### src/design/rfv_pkg.sv
// rfv_pkg: shared constants, types and codes for the rotating field vector generator.
// No dependencies.
package rfv_pkg;

	localparam int PHASE_BITS_DEF = 32;
	localparam int ANGLE_BITS_DEF = 16;

	// configuration port
	localparam int REG_W     = 32;
	localparam int REG_IDX_W = 3;

	typedef enum logic [REG_IDX_W-1:0] {
		REG_ROT_MAG    = 3'd0,
		REG_PHASE_STEP = 3'd1,
		REG_STEER_MAG  = 3'd2,
		REG_STEER_ANG  = 3'd3,
		REG_HEAD_ANG   = 3'd4
	} reg_idx_t;

	// angles and Q15 values
	localparam int ANG_W  = 24;
	localparam int HANG_W = 16;
	localparam int Q_W    = 16;
	localparam int FQ     = 15;
	localparam int MAG_W  = 15;
	localparam int RS_W   = 2 * Q_W - 1;

	localparam logic [ANG_W-1:0] QUARTER = 24'h40_0000;
	localparam logic [Q_W-1:0]   U_ONE   = 16'h8000;
	localparam logic [Q_W-1:0]   SIN_A   = 16'd51437;
	localparam logic [Q_W-1:0]   SIN_B   = 16'd20953;
	localparam logic [Q_W-1:0]   SIN_C   = 16'd2285;
	localparam logic [MAG_W-1:0] MAG_MAX = 15'h7FFF;
	localparam logic [Q_W-1:0]   Q_MAX   = 16'h7FFF;
	localparam logic [Q_W-1:0]   Q_MIN   = 16'h8000;

	// serial multiplier
	localparam int MA_W  = 32;
	localparam int MB_W  = 16;
	localparam int D_W   = 4;
	localparam int P_W   = MA_W + MB_W;
	localparam int SUM_W = MA_W + D_W;
	localparam int STEPS = MB_W / D_W;
	localparam int CNT_W = $clog2(STEPS + 1);

	// Q45 -> Q15 rounding
	localparam int RND_SH = 30;
	localparam int R_W    = P_W - RND_SH;
	localparam logic [P_W-1:0] RND_HALF = P_W'(64'd1 << (RND_SH - 1));

	// sequencer op codes: sine ops are {angle, sub step}, then the products
	localparam int OP_W = 5;
	localparam logic [OP_W-1:0] OP_RS = 5'd24;
	localparam logic [OP_W-1:0] OP_X1 = 5'd25;
	localparam logic [OP_W-1:0] OP_Y1 = 5'd26;
	localparam logic [OP_W-1:0] OP_X2 = 5'd27;
	localparam logic [OP_W-1:0] OP_Y2 = 5'd28;
	localparam logic [OP_W-1:0] OP_Z  = 5'd29;

	localparam logic [1:0] SUB_SQ = 2'd0;
	localparam logic [1:0] SUB_T1 = 2'd1;
	localparam logic [1:0] SUB_T2 = 2'd2;
	localparam logic [1:0] SUB_S  = 2'd3;

	localparam int N_ANG = 6;
	localparam logic [2:0] AI_TH_S = 3'd0;
	localparam logic [2:0] AI_TH_C = 3'd1;
	localparam logic [2:0] AI_H_S  = 3'd2;
	localparam logic [2:0] AI_H_C  = 3'd3;
	localparam logic [2:0] AI_HA_S = 3'd4;
	localparam logic [2:0] AI_HA_C = 3'd5;

	localparam logic [1:0] BASE_TH = 2'd0;
	localparam logic [1:0] BASE_H  = 2'd1;
	localparam logic [1:0] BASE_HA = 2'd2;

	typedef enum logic [1:0] {
		ST_IDLE,
		ST_ISSUE,
		ST_WAIT,
		ST_ROUND
	} core_state_t;

	typedef struct packed {
		logic            start;
		logic [MA_W-1:0] a;
		logic [MB_W-1:0] b;
	} mul_req_t;

	typedef struct packed {
		logic           done;
		logic [P_W-1:0] p;
	} mul_rsp_t;

	typedef struct packed {
		logic signed [Q_W-1:0] rmag;
		logic signed [Q_W-1:0] smag;
		logic [ANG_W-1:0]      h24;
		logic [ANG_W-1:0]      ha24;
	} core_cfg_t;

	typedef struct packed {
		logic busy;
		logic done;
	} core_stat_t;

endpackage

### src/design/rotating_field_vector_generator_top.sv
// Rotating field vector generator: phase accumulator, config registers, output register.
// Each input word runs 30 multiplies in turn on a single 4-bit-per-cycle shift-add
// multiplier (issue, then wait for done), then a round state that holds until the output
// slot is free; in_stall stays high meanwhile, so a word is done before the next is taken.
// Reset (arst_n low): all config registers and the phase clear to zero, no output word.
// Depends on rfv_pkg and rfv_core.
module rotating_field_vector_generator_top #(
	parameter int PHASE_BITS = rfv_pkg::PHASE_BITS_DEF,
	parameter int ANGLE_BITS = rfv_pkg::ANGLE_BITS_DEF
) (
	input  logic                            clk,
	input  logic                            arst_n,
	input  logic                            cfg_we,
	input  logic [rfv_pkg::REG_IDX_W-1:0]   cfg_index,
	input  logic [rfv_pkg::REG_W-1:0]       cfg_data,
	input  logic                            in_valid,
	output logic                            in_stall,
	input  logic                            restart,
	output logic                            out_valid,
	input  logic                            out_stall,
	output logic signed [rfv_pkg::Q_W-1:0]  field_x,
	output logic signed [rfv_pkg::Q_W-1:0]  field_y,
	output logic signed [rfv_pkg::Q_W-1:0]  field_z
);
	import rfv_pkg::*;

	localparam int TH_DN  = (PHASE_BITS >= ANGLE_BITS) ? PHASE_BITS - ANGLE_BITS : 0;
	localparam int TH_UP  = (PHASE_BITS >= ANGLE_BITS) ? 0 : ANGLE_BITS - PHASE_BITS;
	localparam int TH_PAD = ANG_W - ANGLE_BITS;

	logic signed [Q_W-1:0] rot_mag_q, steer_mag_q;
	logic [REG_W-1:0]      phase_step_q;
	logic [HANG_W-1:0]     steer_ang_q, head_ang_q;
	logic [PHASE_BITS-1:0] phase_q, phase_p;
	logic [ANGLE_BITS-1:0] theta;
	logic [ANG_W-1:0]      th24;
	logic [HANG_W-1:0]     ha16;
	logic                  accept, slot_free;
	logic                  out_valid_q;
	logic signed [Q_W-1:0] fx_q, fy_q, fz_q;
	logic signed [Q_W-1:0] fx, fy, fz;
	core_cfg_t             ccfg;
	core_stat_t            stat;

	assign accept    = in_valid && !in_stall;
	assign slot_free = !out_valid_q || !out_stall;
	assign in_stall  = stat.busy;

	always_comb begin
		phase_p = restart ? '0 : phase_q;
		theta   = ANGLE_BITS'(phase_p >> TH_DN) << TH_UP;
		th24    = ANG_W'(theta) << TH_PAD;
		ha16    = head_ang_q + steer_ang_q;
		ccfg.rmag = rot_mag_q;
		ccfg.smag = steer_mag_q;
		ccfg.h24  = {head_ang_q, (ANG_W - HANG_W)'(0)};
		ccfg.ha24 = {ha16, (ANG_W - HANG_W)'(0)};
	end

	always_ff @(posedge clk or negedge arst_n) begin
		if (!arst_n) begin
			rot_mag_q    <= '0;
			phase_step_q <= '0;
			steer_mag_q  <= '0;
			steer_ang_q  <= '0;
			head_ang_q   <= '0;
		end else if (cfg_we) begin
			unique case (reg_idx_t'(cfg_index))
				REG_ROT_MAG:    rot_mag_q    <= cfg_data[Q_W-1:0];
				REG_PHASE_STEP: phase_step_q <= cfg_data;
				REG_STEER_MAG:  steer_mag_q  <= cfg_data[Q_W-1:0];
				REG_STEER_ANG:  steer_ang_q  <= cfg_data[HANG_W-1:0];
				REG_HEAD_ANG:   head_ang_q   <= cfg_data[HANG_W-1:0];
				default: ;
			endcase
		end
	end

	always_ff @(posedge clk or negedge arst_n) begin
		if (!arst_n) begin
			phase_q     <= '0;
			out_valid_q <= 1'b0;
		end else begin
			if (accept) begin
				phase_q <= phase_p + PHASE_BITS'(phase_step_q);
			end
			if (stat.done) begin
				out_valid_q <= 1'b1;
			end else if (!out_stall) begin
				out_valid_q <= 1'b0;
			end
		end
	end

	always_ff @(posedge clk) begin
		if (stat.done) begin
			fx_q <= fx;
			fy_q <= fy;
			fz_q <= fz;
		end
	end

	rfv_core u_core (
		.clk      (clk),
		.arst_n   (arst_n),
		.start    (accept),
		.th24     (th24),
		.cfg      (ccfg),
		.slot_free(slot_free),
		.stat     (stat),
		.fx       (fx),
		.fy       (fy),
		.fz       (fz)
	);

	assign out_valid = out_valid_q;
	assign field_x   = fx_q;
	assign field_y   = fy_q;
	assign field_z   = fz_q;

	a_restart_phase: assert property (@(posedge clk) disable iff (!arst_n)
		(accept && restart) |=> phase_q == $past(PHASE_BITS'(phase_step_q)))
		else $error("phase not restarted");

	a_load_free: assert property (@(posedge clk) disable iff (!arst_n)
		stat.done |-> slot_free)
		else $error("output word overwritten");

	a_busy_after_accept: assert property (@(posedge clk) disable iff (!arst_n)
		accept |=> in_stall)
		else $error("core not busy after accept");

endmodule

### src/design/rfv_smul.sv
// rfv_smul: unsigned shift-add multiplier, one 4-bit digit of b per cycle.
// Depends on rfv_pkg.
module rfv_smul (
	input  logic              clk,
	input  logic              arst_n,
	input  rfv_pkg::mul_req_t req,
	output rfv_pkg::mul_rsp_t rsp
);
	import rfv_pkg::*;

	logic [CNT_W-1:0] cnt_q;
	logic             done_q;
	logic [MA_W-1:0]  a_q;
	logic [P_W-1:0]   p_q;
	logic [SUM_W-1:0] sum;

	assign sum = SUM_W'(p_q[P_W-1:MB_W]) + SUM_W'(a_q) * SUM_W'(p_q[D_W-1:0]);

	always_ff @(posedge clk or negedge arst_n) begin
		if (!arst_n) begin
			cnt_q  <= '0;
			done_q <= 1'b0;
		end else begin
			done_q <= (cnt_q == CNT_W'(1));
			if (req.start) begin
				cnt_q <= CNT_W'(STEPS);
			end else if (cnt_q != '0) begin
				cnt_q <= cnt_q - CNT_W'(1);
			end
		end
	end

	always_ff @(posedge clk) begin
		if (req.start) begin
			a_q <= req.a;
			p_q <= P_W'(req.b);
		end else if (cnt_q != '0) begin
			p_q <= {sum, p_q[MB_W-1:D_W]};
		end
	end

	assign rsp.done = done_q;
	assign rsp.p    = p_q;

	a_no_start_busy: assert property (@(posedge clk) disable iff (!arst_n)
		cnt_q != '0 |-> !req.start)
		else $error("multiply started while busy");

	a_done_time: assert property (@(posedge clk) disable iff (!arst_n)
		req.start |-> ##(STEPS + 1) rsp.done)
		else $error("product not ready on time");

	a_done_pulse: assert property (@(posedge clk) disable iff (!arst_n)
		rsp.done |=> !rsp.done)
		else $error("done longer than one cycle");

endmodule

### src/design/rfv_core.sv
// rfv_core: op sequencer for sines and field products on one serial multiplier.
// Depends on rfv_pkg and rfv_smul.
module rfv_core (
	input  logic                        clk,
	input  logic                        arst_n,
	input  logic                        start,
	input  logic [rfv_pkg::ANG_W-1:0]   th24,
	input  rfv_pkg::core_cfg_t          cfg,
	input  logic                        slot_free,
	output rfv_pkg::core_stat_t         stat,
	output logic signed [rfv_pkg::Q_W-1:0] fx,
	output logic signed [rfv_pkg::Q_W-1:0] fy,
	output logic signed [rfv_pkg::Q_W-1:0] fz
);
	import rfv_pkg::*;

	core_state_t state_q, state_d;
	logic [OP_W-1:0] op_q;

	logic [ANG_W-1:0]  th24_q;
	logic [Q_W-1:0]    u2_q;
	logic [Q_W-1:0]    t_q;
	logic [MAG_W-1:0]  mag_q [N_ANG];
	logic              sgn_q [N_ANG];
	logic [RS_W-1:0]   rs_q;
	logic              rs_neg_q;
	logic signed [P_W-1:0] acc_x_q, acc_y_q, acc_z_q;

	mul_req_t mreq;
	mul_rsp_t mrsp;

	logic [2:0]       ang_idx;
	logic [1:0]       sub;
	logic             is_sin;
	logic [ANG_W-1:0] base, ang;
	logic [1:0]       quad;
	logic [Q_W-1:0]   u;
	logic             rm_neg, sm_neg;
	logic [Q_W-1:0]   rm_mag, sm_mag;
	logic             neg, sh15, wb;
	logic             mul_go;
	logic [P_W-1:0]   prod_sh;
	logic signed [P_W-1:0] term;

	function automatic logic signed [Q_W-1:0] rnd_sat(input logic signed [P_W-1:0] v);
		logic signed [P_W-1:0] s;
		logic [R_W-1:0]        r;
		logic signed [Q_W-1:0] o;
		s = v + $signed(RND_HALF);
		r = s[P_W-1:RND_SH];
		if (r[R_W-1:Q_W-1] == '0 || &r[R_W-1:Q_W-1]) begin
			o = r[Q_W-1:0];
		end else if (r[R_W-1]) begin
			o = Q_MIN;
		end else begin
			o = Q_MAX;
		end
		return o;
	endfunction

	rfv_smul u_smul (
		.clk   (clk),
		.arst_n(arst_n),
		.req   (mreq),
		.rsp   (mrsp)
	);

	// sine angle and quadrant position
	always_comb begin
		ang_idx = op_q[4:2];
		sub     = op_q[1:0];
		is_sin  = (op_q < OP_RS);
		case (ang_idx[2:1])
			BASE_TH: base = th24_q;
			BASE_H:  base = cfg.h24;
			BASE_HA: base = cfg.ha24;
			default: base = th24_q;
		endcase
		ang  = base + (ang_idx[0] ? QUARTER : '0);
		quad = ang[ANG_W-1:ANG_W-2];
		u    = quad[0] ? (U_ONE - {1'b0, ang[ANG_W-3:ANG_W-2-MAG_W]})
		               : {1'b0, ang[ANG_W-3:ANG_W-2-MAG_W]};
		rm_neg = cfg.rmag[Q_W-1];
		sm_neg = cfg.smag[Q_W-1];
		rm_mag = rm_neg ? (~cfg.rmag + Q_W'(1)) : cfg.rmag;
		sm_mag = sm_neg ? (~cfg.smag + Q_W'(1)) : cfg.smag;
	end

	// multiplier operands and term sign per op
	always_comb begin
		mreq.start = mul_go;
		mreq.a = '0;
		mreq.b = '0;
		neg    = 1'b0;
		sh15   = 1'b0;
		if (is_sin) begin
			case (sub)
				SUB_SQ: begin
					mreq.a = MA_W'(u);
					mreq.b = u;
				end
				SUB_T1: begin
					mreq.a = MA_W'(u2_q);
					mreq.b = SIN_C;
				end
				SUB_T2: begin
					mreq.a = MA_W'(u2_q);
					mreq.b = t_q;
				end
				SUB_S: begin
					mreq.a = MA_W'(u);
					mreq.b = t_q;
				end
			endcase
		end else begin
			case (op_q)
				OP_RS: begin
					mreq.a = MA_W'(rm_mag);
					mreq.b = {1'b0, mag_q[AI_TH_S]};
				end
				OP_X1: begin
					mreq.a = MA_W'(rs_q);
					mreq.b = {1'b0, mag_q[AI_H_C]};
					neg    = rs_neg_q ^ sgn_q[AI_H_C];
				end
				OP_Y1: begin
					mreq.a = MA_W'(rs_q);
					mreq.b = {1'b0, mag_q[AI_H_S]};
					neg    = rs_neg_q ^ sgn_q[AI_H_S];
				end
				OP_X2: begin
					mreq.a = MA_W'(sm_mag);
					mreq.b = {1'b0, mag_q[AI_HA_C]};
					neg    = sm_neg ^ sgn_q[AI_HA_C];
					sh15   = 1'b1;
				end
				OP_Y2: begin
					mreq.a = MA_W'(sm_mag);
					mreq.b = {1'b0, mag_q[AI_HA_S]};
					neg    = sm_neg ^ sgn_q[AI_HA_S];
					sh15   = 1'b1;
				end
				OP_Z: begin
					mreq.a = MA_W'(rm_mag);
					mreq.b = {1'b0, mag_q[AI_TH_C]};
					neg    = rm_neg ^ sgn_q[AI_TH_C];
					sh15   = 1'b1;
				end
				default: ;
			endcase
		end
		prod_sh = sh15 ? (mrsp.p << FQ) : mrsp.p;
		term    = neg ? -$signed(prod_sh) : $signed(prod_sh);
	end

	always_ff @(posedge clk or negedge arst_n) begin
		if (!arst_n) begin
			state_q <= ST_IDLE;
			op_q    <= '0;
		end else begin
			state_q <= state_d;
			if (start) begin
				op_q <= '0;
			end else if (wb) begin
				op_q <= op_q + OP_W'(1);
			end
		end
	end

	always_comb begin
		state_d    = state_q;
		mul_go     = 1'b0;
		stat.done  = 1'b0;
		wb         = 1'b0;
		unique case (state_q)
			ST_IDLE: begin
				if (start) begin
					state_d = ST_ISSUE;
				end
			end
			ST_ISSUE: begin
				mul_go  = 1'b1;
				state_d = ST_WAIT;
			end
			ST_WAIT: begin
				if (mrsp.done) begin
					wb      = 1'b1;
					state_d = (op_q == OP_Z) ? ST_ROUND : ST_ISSUE;
				end
			end
			ST_ROUND: begin
				if (slot_free) begin
					stat.done = 1'b1;
					state_d   = ST_IDLE;
				end
			end
			default: state_d = ST_IDLE;
		endcase
		stat.busy = (state_q != ST_IDLE);
	end

	always_ff @(posedge clk) begin
		if (start) begin
			th24_q <= th24;
		end
		if (wb) begin
			if (is_sin) begin
				case (sub)
					SUB_SQ: u2_q <= mrsp.p[FQ +: Q_W];
					SUB_T1: t_q  <= SIN_B - mrsp.p[FQ +: Q_W];
					SUB_T2: t_q  <= SIN_A - mrsp.p[FQ +: Q_W];
					SUB_S: begin
						mag_q[ang_idx] <= mrsp.p[2 * FQ] ? MAG_MAX : mrsp.p[FQ +: MAG_W];
						sgn_q[ang_idx] <= quad[1];
					end
				endcase
			end else begin
				case (op_q)
					OP_RS: begin
						rs_q     <= mrsp.p[RS_W-1:0];
						rs_neg_q <= rm_neg ^ sgn_q[AI_TH_S];
					end
					OP_X1: acc_x_q <= term;
					OP_Y1: acc_y_q <= term;
					OP_X2: acc_x_q <= acc_x_q + term;
					OP_Y2: acc_y_q <= acc_y_q + term;
					OP_Z:  acc_z_q <= term;
					default: ;
				endcase
			end
		end
	end

	assign fx = rnd_sat(acc_x_q);
	assign fy = rnd_sat(acc_y_q);
	assign fz = rnd_sat(acc_z_q);

endmodule
### config.mk
export PLATFORM = sky130hd
export DESIGN_NAME = rotating_field_vector_generator_top
export DESIGN_NICKNAME = d
export VERILOG_FILES = /design/src/design/rfv_pkg.sv /design/src/design/rotating_field_vector_generator_top.sv /design/src/design/rfv_smul.sv /design/src/design/rfv_core.sv
export SDC_FILE = /design/constraint.sdc
export NUM_CORES = 1
export LEC_CHECK = 0
export BUFFER_PORTS_ARGS = -buffer_cell sky130_fd_sc_hd__buf_2
export CAP_MARGIN = 20
export CORE_MARGIN = 8
export CORE_UTILIZATION = 30
export CTS_CLUSTER_SIZE = 16
export DETAILED_ROUTE_END_ITERATION = 10
export PLACE_DENSITY_LB_ADDON = 0.05
export SYNTH_ARGS = -nofsm -noshare
export SYNTH_HDL_FRONTEND = slang
export SYNTH_SLANG_ARGS = --single-unit
### constraint.sdc
create_clock -name clk -period 7.9 [get_ports clk]
set_clock_uncertainty 0.15 [all_clocks]
set_input_delay 1.58 -clock clk [delete_from_list [all_inputs] [get_ports clk]]
set_output_delay 1.58 -clock clk [all_outputs]
set_load 0.02 [all_outputs]
==> run metrics <==
status completed; die height roughly 370 µm; Syn Nets 4113; setup tns final 0 ps; syn avg cell area 10.1 µm²; Syn Std Cell Area 0.0376 mm²; Root Buffer clkbuf_16; Mapped Cells 3735; # DRC 0; drt first pass iters 7; H-Tree Depth 3; post-synthesis cell type count 99; hpwl dp 92900 µm; R2R Path Start u_core.op_q[1]$_DFFE_PN0P_; Synth Register Bits approximately 560; min Tclk post-route 7010 ps; most common cell in the synthesized netlist nand2_1; Synth-to-Final Area Change 13.5%; latest clock arrival within the worst-skew pair 660 ps; P_leak about 17 nW; fin nets 4206; CP Launch Type flop; number of routed nets with antenna violations 0; Placement Setup Slack 835 ps; endpoints failing hold 0; hold crit path type reg2reg; sequential area share after synthesis 41.9%; Post-synth EDFFs 386; RSZ-0062 raised after global routing false; Worst-Margin Slew 1170 ps; I/O pin total ~90; vias 28400; Initial Utilization 30.1%; ys flop type edfxtp_1; final setup fails 0; IO Port Bufs 90; antenna violations before repair 7; die extent in x 370 µm; CTS tree built; clock buffer depth 3; YS warnings 0; routed length per instance 22.9 µm; Peak supply drop approximately 0.00028 V; proportion of netlist area held by the largest area contributor 30.9%; Slew HR 21.8%; final WL 127000 µm; Num CTS Buffers 75; Via density 5.13; Peak Freq 0.143 GHz; Required @ worst endpoint 8160 ps; Post-DP Area ~0.04 mm²; first-pass GRT wire length 191000 µm; Global Route Usage Sum 18.3%; area leader, netlist edfxtp_1; gpl congestion 0.814; Worst Setup SP u_core.op_q[1]$_DFFE_PN0P_; most frequent cells after synthesis nand2_1 (422), edfxtp_1 (386), o21ai_0 (280); die area 0.137 mm²; Sink Count about 560; fin area about 0.043 mm²; Slew Viols, Final 0; Post-CTS Resized 0; clock slew at reported path FFs 60 ps; critical path class reg2reg; HP Start phase_q[22]$_DFFE_PN0P_; vias in the first global route 29200; CP max FO 44; power per cell area approximately 470 mW/mm²; Hold Buf Count CTS 0; largest net degree at the start of global routing 82; fin crit share 88.7%; crit path DAT 7270 ps; drt initial violations 1776; crit end category flop; fraction of registers with async set/reset between 20% and 30%; core area about 0.12 mm²; Congestion Overflow GR 0; postcts setup bufs 0; num rows 130; largest cells by area after synthesis edfxtp_1 (31%), dfrtp_1 (9.3%), ha_1 (8.1%); Max Cap Viol 0; fin worst setup slack 894 ps; layout cell share with drive strength beyond 1 11.8%
## registers in the layout (all words and copies together), names as in the netlist, 19 cells and up
signal and flops:
u_core.mag_q 90, u_core.acc_x_q 48, u_core.acc_y_q 48, u_core.u_smul.p_q 48, phase_q 32, phase_step_q 32, u_core.rs_q 31, u_core.u_smul.a_q 31
u_core.acc_z_q 19
## cell usage in the layout (no fill, tap or decap), drive strengths merged, types with 54 or more instances in the layout
cell,netlist,layout
ha,243,243
mux2,94,94
buf,27,172
nor2,195,195
xor2,130,130
and2,56,56
a21oi,254,254
dfrtp,140,140
clkbuf,130,95
nand2,422,422
inv,183,184
a21o,87,87
nor2b,54,54
nand3,56,56
o21ai,290,290
edfxtp,386,386
xnor2,167,167
fa,94,94
## cell type report
class	count	area, µm²
clock inverters	40	377
well taps	1650	2060
diodes	1	2.50
inverters	185	694
fillers	12900	82300
repair buffers	173	1100
flip-flops and latches	558	15700
clock buffers	94	2040
multi-input cells	2835	20600
## metal layers
metal  up-vias  part of all wire, %  track usage, %
met3       140                  3.2            2.29
met5         -                    0               0
met1     14000                   46            23.9
met2       459                   49            32.2
li1      13800                    -               -
met4         0                  2.1            3.93
## logic make-up after synthesis
| kind of cell | count (synthesis) | synth area share, % |
|---|---|---|
| AO/OA/AOI/OAI | 1006 | 17.2 |
| multiplexers | 124 | 3.62 |
| adder cells (fa/ha/maj) | 337 | 13.1 |
| flip-flops | 558 | 41.9 |
| AND/OR/NAND/NOR | 1071 | 13.7 |
| XOR/XNOR | 297 | 6.93 |
| buffers and inverters | 342 | 3.48 |
## stage by stage
step                hold slack, ps  total power (W)  utilization [%]  cells
floorplan                      271           0.0133                -   3735
global placement               299           0.0169             32.2   5398
detailed placement             302           0.0168             32.2   5399
CTS                            321           0.0204             34.1   5533
global route                   353           0.0219             34.1   5535
finish                         320           0.0201             34.1   5536
## critical path, cell delays in order, from the launching register on
cell	delay, ps
dfrtp_1	600
inv_1	160
ha_1	290
nor3b_1	530
nor2_4	180
buf_4	340
or4_1	520
o31ai_1	100
nand2_1	160
nor3_2	260
a21oi_1	130
xor2_1	570
inv_1	280
ha_1	550
o211ai_1	180
nor4_1	480
nand4_1	190
o211ai_1	330
nand2_1	180
o21ai_0	220
xnor2_1	80
mux2_2	250
## path summary, 6_finish.rpt
| path | cells after the start | slack (ps) | end |
|---|---|---|---|
| max in group asynchronous | 2 | 5380 | steer_mag_q[12]$_DFFE_PN0P_ |
| worst max register to register | 21 | 890 | u_core.acc_y_q[41]$_DFFE_PP_ |
| min in group asynchronous | 1 | 820 | phase_q[23]$_DFFE_PN0P_ |
| worst max-delay path | 21 | 890 | u_core.acc_y_q[41]$_DFFE_PP_ |
| worst min register to register | 2 | 320 | phase_q[22]$_DFFE_PN0P_ |
| worst min-delay path | 2 | 320 | phase_q[22]$_DFFE_PN0P_ |
## power by group
part           total [W]  switching, W  leakage (nW)  internal [W]
Clock            0.00342       0.00142          1.18       0.00200
Sequential       0.00458      0.000581          5.50       0.00400
Combinational     0.0121       0.00719          10.3       0.00493
(Power assumes the default switching activity.)
